--- config.mk ---
export PLATFORM = sky130hd
export DESIGN_NAME = periodic_task_tick_scheduler_core_flat
export DESIGN_NICKNAME = d
export VERILOG_FILES = /design/src/hdl/ptts_pkg.sv /design/src/hdl/ptts_if.sv /design/src/hdl/ptts_mem.sv /design/src/hdl/ptts_div.sv /design/src/hdl/periodic_task_tick_scheduler_core.sv /design/src/flat_wrapper.sv
export VERILOG_INCLUDE_DIRS = /design/src /design/src/hdl
export SDC_FILE = /design/constraint.sdc
export NUM_CORES = 2
export LEC_CHECK = 0
export BUFFER_PORTS_ARGS = -buffer_cell sky130_fd_sc_hd__buf_2
export CORE_ASPECT_RATIO = 1.2
export CORE_MARGIN = 5
export CORE_UTILIZATION = 40
export CTS_BUF_LIST = sky130_fd_sc_hd__clkbuf_4 sky130_fd_sc_hd__clkbuf_8
export DETAILED_ROUTE_END_ITERATION = 12
export GPL_TIMING_DRIVEN = 0
export SLEW_MARGIN = 20
export SYNTH_ARGS = -nofsm -noshare
export SYNTH_HDL_FRONTEND = slang
export SYNTH_SLANG_ARGS = --single-unit
--- constraint.sdc ---
create_clock -name i_clk -period 9.1 [get_ports i_clk]
set_input_delay 1.365 -clock i_clk [delete_from_list [all_inputs] [get_ports i_clk]]
set_output_delay 1.365 -clock i_clk [all_outputs]
set_load 0.005 [all_outputs]
--- src/hdl/assert_macros.svh ---
// Assertion macros shared by the scheduler RTL.
// Depends on nothing; included by files that carry concurrent checks.
`ifndef ASSERT_MACROS_SVH
`define ASSERT_MACROS_SVH

// Check a property on every rising edge, off while reset is low.
`define ASSERT_CLK(lbl, clk, rstn, prop, msg) \
    lbl: assert property (@(posedge clk) disable iff (!rstn) prop) \
        else $error(msg);

// Check that a condition never holds.
`define ASSERT_NEVER(lbl, clk, rstn, expr, msg) \
    `ASSERT_CLK(lbl, clk, rstn, !(expr), msg)

`endif

--- src/hdl/ptts_pkg.sv ---
// Shared types and constants of the periodic task tick scheduler.
// Depends on nothing; used by the interfaces and all scheduler modules.
package ptts_pkg;

    // Command codes
    localparam logic [2:0] CMD_TICK  = 3'd0;
    localparam logic [2:0] CMD_ADD   = 3'd1;
    localparam logic [2:0] CMD_DISP  = 3'd2;
    localparam logic [2:0] CMD_DEL   = 3'd3;
    localparam logic [2:0] CMD_CLR   = 3'd4;

    // Result status codes
    localparam logic [1:0] STS_OK    = 2'd0;
    localparam logic [1:0] STS_FULL  = 2'd1;
    localparam logic [1:0] STS_NONE  = 2'd2;
    localparam logic [1:0] STS_BAD   = 2'd3;

    localparam int         DATA_W    = 32;
    localparam int         DISP_CAP  = 16;
    localparam int         CNT_W     = $clog2(DISP_CAP + 1);
    localparam logic [7:0] PEND_MAX  = 8'hFF;

    typedef struct packed {
        logic [2:0]        cmd;
        logic [DATA_W-1:0] delay_ms;
        logic [DATA_W-1:0] period_ms;
        logic [7:0]        slot_index;
    } t_req;

    typedef struct packed {
        logic [3:0] slot;
        logic [1:0] status;
        logic       last;
    } t_rsp;

    // One slot table entry: delay and period in ticks, pend as due events not yet dispatched
    typedef struct packed {
        logic [DATA_W-1:0] delay;
        logic [DATA_W-1:0] period;
        logic [7:0]        pend;
    } t_entry;

endpackage

--- src/hdl/ptts_if.sv ---
// Request and response channel interfaces of the scheduler.
// Depends on ptts_pkg for the payload types.
interface ptts_req_if;
    logic              valid;
    logic              ready;
    ptts_pkg::t_req    data;
    modport source (output valid, output data, input ready);
    modport sink   (input valid, input data, output ready);
endinterface

interface ptts_rsp_if;
    logic              valid;
    logic              ready;
    ptts_pkg::t_rsp    data;
    modport source (output valid, output data, input ready);
    modport sink   (input valid, input data, output ready);
endinterface

--- src/hdl/ptts_mem.sv ---
// Slot table memory: one write port, one read port with registered data.
// Depends on ptts_pkg for the entry type.
module ptts_mem #(
    parameter int DEPTH = 16,
    parameter int AW    = 4
) (
    input  logic                i_clk,
    input  logic                i_we,
    input  logic [AW-1:0]       i_waddr,
    input  ptts_pkg::t_entry    i_wdata,
    input  logic                i_rd_en,
    input  logic [AW-1:0]       i_raddr,
    output ptts_pkg::t_entry    o_rdata
);

    ptts_pkg::t_entry r_mem [DEPTH];
    ptts_pkg::t_entry r_rdata;

    // Write and read; read data holds while no read is issued
    always_ff @(posedge i_clk) begin
        if (i_we) begin
            r_mem[i_waddr] <= i_wdata;
        end
        if (i_rd_en) begin
            r_rdata <= r_mem[i_raddr];
        end
    end

    assign o_rdata = r_rdata;

endmodule

--- src/hdl/ptts_div.sv ---
// Divide of the delay and period by the tick length: reciprocal multiply, then one fix-up.
// Registered steps after start: multiply, remainder, fix-up; depends on ptts_pkg for the data width.
module ptts_div #(
    parameter int DIVISOR = 10
) (
    input  logic                          i_clk,
    input  logic                          i_rst_n,
    input  logic                          i_start,
    input  logic [ptts_pkg::DATA_W-1:0]   i_delay_ms,
    input  logic [ptts_pkg::DATA_W-1:0]   i_period_ms,
    output logic                          o_busy,
    output logic [ptts_pkg::DATA_W-1:0]   o_delay_q,
    output logic [ptts_pkg::DATA_W-1:0]   o_period_q
);

    localparam int DW  = ptts_pkg::DATA_W;
    localparam int DW2 = 2 * DW;
    localparam int RW  = $clog2(DIVISOR) + 1;
    // floor(2^DW / DIVISOR) kept to DW bits; the estimate is the quotient or one below
    localparam logic [DW2-1:0] RECIP_FULL = (DW2'(1) << DW) / DW2'(DIVISOR);
    localparam logic [DW-1:0]  RECIP      = (DIVISOR == 1) ? {DW{1'b1}} : RECIP_FULL[DW-1:0];
    localparam logic [DW-1:0]  DIV_K      = DW'(DIVISOR);
    localparam logic [RW-1:0]  DIV_R      = RW'(DIVISOR);

    localparam logic [1:0] STEP_MUL = 2'd0;
    localparam logic [1:0] STEP_REM = 2'd1;
    localparam logic [1:0] STEP_FIX = 2'd2;

    logic            r_busy;
    logic [1:0]      r_step;
    logic [DW-1:0]   r_xa;
    logic [DW-1:0]   r_xb;
    logic [DW-1:0]   r_qa;
    logic [DW-1:0]   r_qb;
    logic [RW-1:0]   r_ra;
    logic [RW-1:0]   r_rb;

    logic [DW2-1:0]  w_pa;
    logic [DW2-1:0]  w_pb;
    logic [DW-1:0]   w_da;
    logic [DW-1:0]   w_db;
    logic            w_ga;
    logic            w_gb;

    // Estimate by the reciprocal, remainder of the estimate, round up when it reaches the divisor
    assign w_pa = {{DW{1'b0}}, r_xa} * {{DW{1'b0}}, RECIP};
    assign w_pb = {{DW{1'b0}}, r_xb} * {{DW{1'b0}}, RECIP};
    assign w_da = r_xa - r_qa * DIV_K;
    assign w_db = r_xb - r_qb * DIV_K;
    assign w_ga = (r_ra >= DIV_R);
    assign w_gb = (r_rb >= DIV_R);

    always_ff @(posedge i_clk) begin
        if (!i_rst_n) begin
            r_busy <= 1'b0;
            r_step <= STEP_MUL;
        end else if (i_start) begin
            r_busy <= 1'b1;
            r_step <= STEP_MUL;
            r_xa   <= i_delay_ms;
            r_xb   <= i_period_ms;
        end else if (r_busy) begin
            case (r_step)
                STEP_MUL: begin
                    r_qa   <= w_pa[DW2-1:DW];
                    r_qb   <= w_pb[DW2-1:DW];
                    r_step <= STEP_REM;
                end
                STEP_REM: begin
                    r_ra   <= w_da[RW-1:0];
                    r_rb   <= w_db[RW-1:0];
                    r_step <= STEP_FIX;
                end
                STEP_FIX: begin
                    r_qa   <= r_qa + {{(DW-1){1'b0}}, w_ga};
                    r_qb   <= r_qb + {{(DW-1){1'b0}}, w_gb};
                    r_busy <= 1'b0;
                    r_step <= STEP_MUL;
                end
                default: begin
                    r_busy <= 1'b0;
                    r_step <= STEP_MUL;
                end
            endcase
        end
    end

    assign o_busy     = r_busy;
    assign o_delay_q  = r_qa;
    assign o_period_q = r_qb;

endmodule

--- src/hdl/periodic_task_tick_scheduler_core.sv ---
// Channel   Dir  Handshake    Payload
// i_req     in   valid/ready  cmd, delay_ms, period_ms, slot_index
// o_rsp     out  valid/ready  slot, status, last
//
// Tick scans one slot a cycle; dispatch does too unless stalled, then flushes the last
// result. Add runs the 3-step divide and the lowest free slot search together, and the
// search covers every slot when the table is full. Delete flushes its result too; clear
// all and unknown commands complete in idle. Synchronous reset clears the used
// marks at once; table entries need no clearing. Stalls: flush waits for a free output
// register, as does a dispatch scan at a due slot while an earlier due slot is held.
module periodic_task_tick_scheduler_core #(
    parameter int MAX_SLOTS = 16,
    parameter int TICK_MS   = 10
) (
    input  logic         i_clk,
    input  logic         i_rst_n,
    ptts_req_if.sink     i_req,
    ptts_rsp_if.source   o_rsp
);

    `include "assert_macros.svh"

    localparam int SW = (MAX_SLOTS > 1) ? $clog2(MAX_SLOTS) : 1;
    localparam int IW = $clog2(MAX_SLOTS + 1);
    localparam logic [IW-1:0] IDX_END = IW'(MAX_SLOTS);
    localparam logic [7:0]    SLOTS_B = 8'(MAX_SLOTS);

    localparam logic [1:0] ST_IDLE  = 2'd0;
    localparam logic [1:0] ST_SCAN  = 2'd1;
    localparam logic [1:0] ST_ADD   = 2'd2;
    localparam logic [1:0] ST_FLUSH = 2'd3;

    logic [1:0]                     r_state;
    logic [2:0]                     r_cmd;
    logic [MAX_SLOTS-1:0]           r_used;
    logic [IW-1:0]                  r_ridx;
    logic                           r_ev;
    logic [SW-1:0]                  r_eidx;
    logic [ptts_pkg::CNT_W-1:0]     r_cnt;
    logic                           r_hold_v;
    logic [3:0]                     r_hold_slot;
    logic [1:0]                     r_hold_sts;
    logic                           r_out_v;
    ptts_pkg::t_rsp                 r_out;
    logic                           r_found;
    logic [SW-1:0]                  r_add_slot;

    logic                           w_acc;
    logic                           w_out_free;
    logic                           w_out_load;
    logic                           w_disp;
    logic                           w_hit;
    logic                           w_stall;
    logic                           w_issue;
    logic                           w_scan_end;
    logic                           w_add_done;
    logic                           w_rd_en;
    logic [SW-1:0]                  w_raddr;
    ptts_pkg::t_entry               w_rdata;
    logic                           w_we;
    logic [SW-1:0]                  w_waddr;
    ptts_pkg::t_entry               w_wdata;
    logic                           w_div_start;
    logic                           w_div_busy;
    logic [ptts_pkg::DATA_W-1:0]    w_q_delay;
    logic [ptts_pkg::DATA_W-1:0]    w_q_period;

    ptts_mem #(
        .DEPTH (MAX_SLOTS),
        .AW    (SW)
    ) u_mem (
        .i_clk   (i_clk),
        .i_we    (w_we),
        .i_waddr (w_waddr),
        .i_wdata (w_wdata),
        .i_rd_en (w_rd_en),
        .i_raddr (w_raddr),
        .o_rdata (w_rdata)
    );

    ptts_div #(
        .DIVISOR (TICK_MS)
    ) u_div (
        .i_clk       (i_clk),
        .i_rst_n     (i_rst_n),
        .i_start     (w_div_start),
        .i_delay_ms  (i_req.data.delay_ms),
        .i_period_ms (i_req.data.period_ms),
        .o_busy      (w_div_busy),
        .o_delay_q   (w_q_delay),
        .o_period_q  (w_q_period)
    );

    // Handshake and scan control
    assign i_req.ready = (r_state == ST_IDLE);
    assign w_acc       = i_req.valid && i_req.ready;
    assign w_div_start = w_acc && (i_req.data.cmd == ptts_pkg::CMD_ADD);
    assign w_out_free  = !r_out_v || o_rsp.ready;
    assign w_disp      = (r_cmd == ptts_pkg::CMD_DISP);
    assign w_hit       = (r_state == ST_SCAN) && r_ev && r_used[r_eidx] && w_disp
                         && (w_rdata.pend != 8'd0) && (r_cnt < ptts_pkg::DISP_CAP);
    assign w_stall     = w_hit && r_hold_v && !w_out_free;
    assign w_issue     = (r_state == ST_SCAN) && (r_ridx != IDX_END) && !w_stall;
    assign w_rd_en     = w_issue;
    assign w_raddr     = r_ridx[SW-1:0];
    assign w_scan_end  = (r_state == ST_SCAN) && !r_ev && (r_ridx == IDX_END);
    assign w_add_done  = (r_state == ST_ADD) && !w_div_busy
                         && (r_found || (r_ridx == IDX_END));
    // Load the output register with a passed-on dispatch result or the final result
    assign w_out_load  = (w_hit && r_hold_v && !w_stall)
                         || ((r_state == ST_FLUSH) && w_out_free);

    // Update the entry last read, or store an added entry; the read runs one slot ahead
    always_comb begin
        w_we    = 1'b0;
        w_waddr = r_eidx;
        w_wdata = w_rdata;
        if ((r_state == ST_SCAN) && r_ev && r_used[r_eidx] && !w_stall) begin
            if (w_disp) begin
                if (w_hit) begin
                    w_we         = 1'b1;
                    w_wdata.pend = w_rdata.pend - 8'd1;
                end
            end else begin
                w_we = 1'b1;
                if (w_rdata.delay == '0) begin
                    if (w_rdata.pend != ptts_pkg::PEND_MAX) begin
                        w_wdata.pend = w_rdata.pend + 8'd1;
                    end
                    if (w_rdata.period != '0) begin
                        w_wdata.delay = w_rdata.period;
                    end
                end else begin
                    w_wdata.delay = w_rdata.delay - 1'b1;
                end
            end
        end else if (w_add_done && r_found) begin
            w_we           = 1'b1;
            w_waddr        = r_add_slot;
            w_wdata.delay  = w_q_delay;
            w_wdata.period = w_q_period;
            w_wdata.pend   = 8'd0;
        end
    end

    // Sequencer
    always_ff @(posedge i_clk) begin
        if (!i_rst_n) begin
            r_state  <= ST_IDLE;
            r_used   <= '0;
            r_ridx   <= '0;
            r_ev     <= 1'b0;
            r_cnt    <= '0;
            r_hold_v <= 1'b0;
            r_out_v  <= 1'b0;
            r_found  <= 1'b0;
        end else begin
            case (r_state)
                ST_IDLE: begin
                    if (w_acc) begin
                        r_cmd    <= i_req.data.cmd;
                        r_ridx   <= '0;
                        r_ev     <= 1'b0;
                        r_cnt    <= '0;
                        r_hold_v <= 1'b0;
                        r_found  <= 1'b0;
                        case (i_req.data.cmd)
                            ptts_pkg::CMD_TICK, ptts_pkg::CMD_DISP: begin
                                r_state <= ST_SCAN;
                            end
                            ptts_pkg::CMD_ADD: begin
                                r_state <= ST_ADD;
                            end
                            ptts_pkg::CMD_DEL: begin
                                if (i_req.data.slot_index >= SLOTS_B) begin
                                    r_hold_slot <= 4'd0;
                                    r_hold_sts  <= ptts_pkg::STS_BAD;
                                end else begin
                                    r_used[i_req.data.slot_index[SW-1:0]] <= 1'b0;
                                    r_hold_slot <= i_req.data.slot_index[3:0];
                                    r_hold_sts  <= ptts_pkg::STS_OK;
                                end
                                r_state <= ST_FLUSH;
                            end
                            ptts_pkg::CMD_CLR: begin
                                r_used <= '0;
                            end
                            default: begin
                            end
                        endcase
                    end
                end
                ST_SCAN: begin
                    // advance the read pointer unless the result path is blocked
                    if (!w_stall) begin
                        r_ev   <= w_issue;
                        r_eidx <= r_ridx[SW-1:0];
                        if (w_issue) begin
                            r_ridx <= r_ridx + 1'b1;
                        end
                    end
                    // hold the newest due slot; pass the earlier one on
                    if (w_hit && !w_stall) begin
                        if (r_hold_v) begin
                            r_out.slot    <= r_hold_slot;
                            r_out.status  <= ptts_pkg::STS_OK;
                            r_out.last    <= 1'b0;
                        end
                        r_hold_v    <= 1'b1;
                        r_hold_slot <= 4'(r_eidx);
                        r_hold_sts  <= ptts_pkg::STS_OK;
                        r_cnt       <= r_cnt + 1'b1;
                        if (w_rdata.period == '0) begin
                            r_used[r_eidx] <= 1'b0;
                        end
                    end
                    if (w_scan_end) begin
                        if (w_disp) begin
                            if (!r_hold_v) begin
                                r_hold_slot <= 4'd0;
                                r_hold_sts  <= ptts_pkg::STS_NONE;
                            end
                            r_state <= ST_FLUSH;
                        end else begin
                            r_state <= ST_IDLE;
                        end
                    end
                end
                ST_ADD: begin
                    // look for the lowest free slot while the divider runs
                    if (!r_found && (r_ridx != IDX_END)) begin
                        if (!r_used[r_ridx[SW-1:0]]) begin
                            r_found    <= 1'b1;
                            r_add_slot <= r_ridx[SW-1:0];
                        end else begin
                            r_ridx <= r_ridx + 1'b1;
                        end
                    end
                    if (w_add_done) begin
                        if (r_found) begin
                            r_used[r_add_slot] <= 1'b1;
                            r_hold_slot        <= 4'(r_add_slot);
                            r_hold_sts         <= ptts_pkg::STS_OK;
                        end else begin
                            r_hold_slot <= 4'd0;
                            r_hold_sts  <= ptts_pkg::STS_FULL;
                        end
                        r_state <= ST_FLUSH;
                    end
                end
                ST_FLUSH: begin
                    // send the final result of this request
                    if (w_out_free) begin
                        r_out.slot   <= r_hold_slot;
                        r_out.status <= r_hold_sts;
                        r_out.last   <= 1'b1;
                        r_hold_v     <= 1'b0;
                        r_state      <= ST_IDLE;
                    end
                end
                default: begin
                    r_state <= ST_IDLE;
                end
            endcase
            // keep the output valid until taken, reload it when a result moves in
            r_out_v <= w_out_load || (r_out_v && !o_rsp.ready);
        end
    end

    assign o_rsp.valid = r_out_v;
    assign o_rsp.data  = r_out;

    `ASSERT_CLK(a_no_rw_clash, i_clk, i_rst_n,
        (w_we && w_rd_en) |-> (w_waddr != w_raddr), "read and write hit the same slot")
    `ASSERT_CLK(a_idle_empty_hold, i_clk, i_rst_n,
        (r_state == ST_IDLE) |-> !r_hold_v, "held result left over in idle")
    `ASSERT_CLK(a_disp_cap, i_clk, i_rst_n,
        r_cnt <= ptts_pkg::DISP_CAP, "dispatch count past cap")
    `ASSERT_CLK(a_stall_holds_ptr, i_clk, i_rst_n,
        w_stall |=> $stable(r_ridx), "read pointer moved during stall")
    `ASSERT_NEVER(a_eval_outside_scan, i_clk, i_rst_n,
        r_ev && (r_state != ST_SCAN), "slot evaluation outside a scan")

endmodule
--- src/flat_wrapper.sv ---
// flat-port wrapper written by rule: the top's interface ports become plain ports
module periodic_task_tick_scheduler_core_flat 
#(
    parameter int MAX_SLOTS = 16,
    parameter int TICK_MS   = 10
)
  (i_clk, i_rst_n, i_req_valid, i_req_data, i_req_ready, o_rsp_valid, o_rsp_data, o_rsp_ready);
  ptts_req_if i_req_i ();
  ptts_rsp_if o_rsp_i ();
  input  logic i_clk;
  input  logic i_rst_n;
  input wire logic [$bits(i_req_i.valid)-1:0] i_req_valid;
  input wire logic [$bits(i_req_i.data)-1:0] i_req_data;
  output wire logic [$bits(i_req_i.ready)-1:0] i_req_ready;
  output wire logic [$bits(o_rsp_i.valid)-1:0] o_rsp_valid;
  output wire logic [$bits(o_rsp_i.data)-1:0] o_rsp_data;
  input wire logic [$bits(o_rsp_i.ready)-1:0] o_rsp_ready;
  assign i_req_i.valid = i_req_valid;
  assign i_req_i.data = i_req_data;
  assign i_req_ready = i_req_i.ready;
  assign o_rsp_valid = o_rsp_i.valid;
  assign o_rsp_data = o_rsp_i.data;
  assign o_rsp_i.ready = o_rsp_ready;
  periodic_task_tick_scheduler_core #(.MAX_SLOTS(MAX_SLOTS), .TICK_MS(TICK_MS)) u_core (.i_clk(i_clk), .i_rst_n(i_rst_n), .i_req(i_req_i), .o_rsp(o_rsp_i));
endmodule
# Word level (Yosys, flattened, before mapping)
# Memory sizes are Yosys's and may differ from the RTL's. A register that Yosys moved wholly into a read port is not among the register bits.
# Cells that the tools add are included.
# classes
addsub,9
n_mul,4
eq_ne,30
reduce_logical,67
magnitude_cmp,11
mux,91
bitwise_logic,9
# op_table
cell,n
$mux W32,5
$pmux W32 S2,2
$mul A32 B29 Y61 const B,2
$mux W16,6
$mux W72,1
$add A32 B1 Y32,2
$logic_not A32 Y1,2
$mul A32 B3 Y4 const B,2
$pmux W16 S3,1
$mux W4,11
$mux W8,5
$and A16 B16 Y16,2
$not A16 Y16,2
$pmux W16 S2,1
$reduce_bool A32 Y1,1
$sub A32 B1 Y32 const B,1
$mux W5,6
$mux W2,13
$logic_and A1 B1 Y1,25
$mux W1,21
$mux W7,3
$lt A4 B5 Y1 const B,4
$reduce_and A4 Y1,5
$ne A2 B2 Y1 const B,9
45 further kinds,89
# totals
word_cells,246
out_inout_bits,9
inputBits,79
ram_bits,1152
register_bits,197
n_memories,1
# memory_table
memory,depth,width,rd,rd_ports_with_merged_regs,wr,line,text
u_core.u_mem.r_mem,16,72,1,1,1,ptts_mem.sv:16,ptts_pkg::t_entry r_mem [DEPTH];

# Depth between registers and ports, before layout
# depth
ltp_word,15
depth_mapped,27
depth_no_buf,26

# Hierarchy
# From an unflattened synthesis, not the netlist that was laid out.
# unflattened
hier_cells,6534
area_unflattened_um2,88865.2
# modules_own_cells
mod,seq_area_each_um2,area_each_um2,instances,cells_each
ptts_mem,36755.3,45272.2,1,1850
ptts_div,4144.0,37572.3,1,3796
periodic_task_tick_scheduler_core,1361.3,6020.8,1,888

# Worst setup path before layout
# OpenSTA, ideal clock, no wires.
# synth_path
kind,reg-to-reg
startpoint,register u_core.u_div.r_xa[10]
endpoint,"register u_core.u_div.r_qa[18], in the netlist u_core.u_div.o_delay_q[18] (data pin)"
setup_time_ps,136
stages_incl_launch_ff,28
setup_slack_ps,1739
arrival_time_ps,7225
period_less_slack_ps,7361
path_buffers,1
required_ps,8964
cell_sequence,edfxtp_1 -> ha_1 -> clkbuf_1 -> xnor2_1 -> inv_1 -> ha_1 -> a21o_1 -> fa_1 -> inv_1 -> fa_1 -> inv_1 -> fa_1 -> fa_1 -> fa_1 -> inv_1 -> fa_1 -> inv_1 -> ha_1 -> nand4_1 -> nor3_1 -> o211ai_1 -> nand3_1 -> o2bb2ai_2 -> o21ai_0 -> a41o_1 -> a21oi_1 -> or4b_2 -> nand3_1
# synth_between
elab_chain_len,2
# synth_rtl
element,line,text
"start, declared",ptts_div.sv:31,logic [DW-1:0] r_xa;
"start signal, assigned",ptts_div.sv:60,r_xa <= i_delay_ms;
$mul A32 B29 Y61,ptts_div.sv:46,"assign w_pa = {{DW{1'b0}}, r_xa} * {{DW{1'b0}}, RECIP};"
$pmux W32 S2,ptts_div.sv:63,case (r_step)
"end signal, assigned",ptts_div.sv:65,r_qa <= w_pa[DW2-1:DW];
"end signal, assigned",ptts_div.sv:75,"r_qa <= r_qa + {{(DW-1){1'b0}}, w_ga};"
"end, declared",ptts_div.sv:33,logic [DW-1:0] r_qa;
# Every way passes these cells.
# A chain may end at the register's enable or synchronous reset.

# Final worst setup path
# layout_path
startpoint,register u_core.u_div.r_xa[14]
endpoint,"register u_core.u_div.r_qa[22], in the netlist u_core.u_div.o_delay_q[22] (data pin)"
# Same word-level chain as after synthesis.

==> metrics.sh <==
GLOBAL_ROUTE.USAGE.MET2_PCT=39.2
PWR_DENSITY_CELL_mW_PER_MM2=289
IO-PIN-COUNT=88
TIMING.SETUP.TNS_NS=0
TOTAL_DRC_ERRORS_IN_THE_ROUTED_LAYOUT=0
RSZ0062_AT_GRT='false'
CRIT_FANOUT=6
DETAIL-ROUTE-ANTENNA-NETS=0
SYNTH_AREA_PER_CELL_UM2=14.1
FINAL_NET_COUNT=8152
DPL_CELL_AREA_MM2=0.0948
MIN_PERIOD_OVER_PERIOD_PCT=95.4
BUFS_ON_LONGEST_CLOCK_PATH=3
DESIGN.DIE.AREA_MM2=0.231
SETUP.WORST_PATH.CLASS='flip-flop to flip-flop'
CP_LAUNCH_TYPE='flip-flop'
POST-ROUTE-WORST-SETUP-SLACK_NS=0.421
ROUTED-VIA-COUNT=52400
CORE_AREA_MM2=0.220
FIRST_GLOBAL_VIAS=56400
MAXIMUM_NUMBER_OF_PINS_ON_ONE_NET_BEFORE_GLOBAL_ROUTE_REPAIR=20
GRT.MET3_USAGE_PCT=3.10
FINAL_CELL_AREA_MM2=0.0993
FIRST_PASS_ITERS=5
FINALHOLDVIOLATIONS=0
CLOCK-ROOT-BUFFER='clkbuf_8'
START_UTIL_PCT=40.1
YOSYSTOPAREACELLSHARE_PCT=47.0
FP.DIEW_UM=439
SYNTH.YOSYS.WARNINGS=0
HP-CLASS='flip-flop to flip-flop'
MAXSLEWVIOLCOUNT=0
MAX_SLEW_MARGIN_PCT=22.4
LAYOUT.FILLER_CELLS=19800
SYNTH-SEQ-AREA-SHARE_PCT=47.8
DRT_FIRST_ITER_VIOLATIONS=4011
SYNTH_COMMON_CELLS='1384 x edfxtp_1, 1186 x inv_1, 745 x ha_1'
POST_DRT_VIA_CELL_RATIO=5.35
ROWS=189
SYNTH_ENABLE_FLOP_CELLS=1384
TOTAL_POWER_uW=28700
FINAL_LAYOUT_SIZE_SUFFIX_GT1_SHARE_PCT=15.1
ROUTE.DETAILED.WL_PER_INST_UM=25.6
DETAILED_PLACE_HPWL_UM=195000
IR_DROP_V=0.000323
DRT-TOTAL-WL_UM=251000
CTS.CLK_SLEW.WORST_PATHS_NS=0.06
MIN_PATH_CELLS=0
SETUP_VIOLATIONS=0
MULTI_INPUT_COMB_AREA_MM2=0.0412
SYNTHDOMINANTAREACELLTYPE='edfxtp_1'
WORSTMARGINPINSLEW_NS=1.15
GRT_ANTENNA_BEFORE_REPAIR=2
CTS_TREE='done'
SETUP.WORST_PATH.END_CLASS='flip-flop'
NETLIST_AREA_MM2=0.0884
FIN_WORST_SKEW_NS=0.0618
FMAX_MHz=115
WIRE_LENGTH_OF_THE_FIRST_GLOBAL_ROUTING_PASS_UM=373000
TRITONCTS.NUM_BUFFERS=219
CTS.HTREE.LEVELS=4
CLOCK_INSERTION_DELAY_WORST_SKEW_NS=0.99
SYNTH.DISTINCT_CELLS=83
POSTCTSSETUPBUFFERS=0
SYNTH-ASYNC-RESET-RATIO_PCT=0
CP_DATA_REQUIRED_TIME_NS=9.80
PORT_BUFS=86
CTS.SINK_COUNT=1419
GRTUSAGEMET1_PCT=26.5
SEQ_AREA_MM2=0.0423
CTS.REPAIR.RESIZED=0
SYNTH_SEQ_CELLS=1419
SYNTH_TOP_CELLS_BY_AREA='edfxtp_1 47%, fa_1 15%, ha_1 11%, mux4_2 9.4%, inv_1 5.0%'
WORST_SETUP_TIMING_SLACK_AT_THE_PLACEMENT_STAGE_NS=0.186
POSTSYNTHNETCOUNT=7738
TOP_USAGE_LAYER='met2'
HOLDBUFCOUNTCTS=0
AREA_DELTA_SYNTH_FINAL_PCT=12.4
CRIT_ARRIVAL_NS=9.38
DOMINANTREGCELLSYNTH='edfxtp_1'
FINALCRITICALPERIOD_NS=8.68
WHS_NS=0.457
ROUTABILITYCONGESTION=0.948
TRACK_USAGE_PCT=21.9
DIEHEIGHT_UM=525
MOST_NUMEROUS_CELL_IN_THE_YOSYS_NETLIST='edfxtp_1'
REG2REG_DEPTH=25
TOTAL_LEAKAGE_POWER_uW=0.0394
OUTCOME='complete, no violations'
NETLIST_INSTANCES=6258
MAX_CAP_VIOLATIONS=0
OVERFLOW=0
per-layer routing:
layer	part of all wire, %	vias up
li1	-	23100
met3	5.3	466
met4	4.5	2
met1	38	27100
met5	0.0052	-
met2	52	1756
worst paths after layout:
kind | startpoint | end | slack, ns
worst min-delay path | u_core.r_ridx[2] | u_core.r_add_slot[2] | 0.46
worst max register to register | u_core.u_div.r_xa[14] | u_core.u_div.o_delay_q[22] | 0.42
worst max-delay path | u_core.u_div.r_xa[14] | u_core.u_div.o_delay_q[22] | 0.42
worst min register to register | u_core.r_ridx[2] | u_core.r_add_slot[2] | 0.46
layout by cell type, fill, tap and decap left out, types with 104 or more instances in the layout:
cell type	count
edfxtp_1	1384
inv_1	1186
ha_1	745
fa_1	656
mux4_2	368
nand2_1	264
clkbuf_8	221
a21oi_1	188
nor2_1	159
o21ai_0	123
clkbuf_1	122
a21o_1	111
buf_2	110
xnor2_1	107
xor2_1	104
state kept, by name (all words and copies together), names as in the netlist, 5 cells and up:
| register | flops |
|---|---|
| u_core.u_div.r_xa | 32 |
| u_core.u_mem.r_mem | 1152 |
| u_core.r_cnt | 5 |
| u_core.u_div.o_delay_q | 32 |
| u_core.u_mem.o_rdata | 72 |
| u_core.r_ridx | 5 |
| u_core.u_div.o_period_q | 32 |
| u_core.o_rsp.data | 7 |
| u_core.r_used | 16 |
| u_core.u_div.r_xb | 32 |
critical path, stage by stage (launching register included):
cell and delay [ns]:
edfxtp_1 0.67, ha_1 0.67, inv_1 0.23, fa_1 0.54
inv_1 0.06, fa_1 0.50, inv_1 0.06, fa_1 0.50
inv_1 0.06, fa_1 0.44, fa_1 0.48, fa_1 0.54
inv_1 0.07, fa_1 0.54, inv_1 0.06, ha_1 0.32
a21oi_1 0.24, o211ai_1 0.16, a221oi_1 0.26, nand3_1 0.21
o2bb2ai_2 0.36, o31ai_2 0.17, a211oi_1 0.62, o21bai_1 0.17
xnor2_1 0.35, o21ai_0 0.13
stage by stage:
stage	util, %	cells
floorplan	-	6258
global placement	42.0	9304
detailed placement	43.0	9410
CTS	45.0	9806
global route	45.1	9808
finish	45.1	9808
cell families after synthesis:
logic type,after synthesis,share of synthesized area [%]
adders and majority gates,1401,25.4
AOI/OAI and AO/OA,657,4.76
muxes,385,9.61
xor gates and xnor gates,212,2.10
DFF,1419,47.8
buffers and inverters,1369,5.86
and+or+nand+nor,815,4.45
where the power goes:
| group | switching, uW | internal (uW) | leakage (uW) | total (uW) |
|---|---|---|---|---|
| combinational | 8610 | 6030 | 0.0243 | 14600 |
| sequential | 333 | 8220 | 0.0127 | 8560 |
| clock | 2620 | 2860 | 0.00233 | 5480 |
final cells by class:
| class | count | area share (%) |
|---|---|---|
| flip-flops and latches | 1419 | 42.5 |
| multi-input cells | 3470 | 41.5 |
| inverters | 1188 | 4.49 |
| well taps | 2960 | 3.73 |
| clock buffers | 292 | 3.60 |
| repair buffers | 193 | 2.51 |
| clock inverters | 104 | 0.889 |
| plain buffers | 181 | 0.766 |
| diodes | 1 | 0.00252 |
No activity file was read; power rests on OpenSTA's default activity.
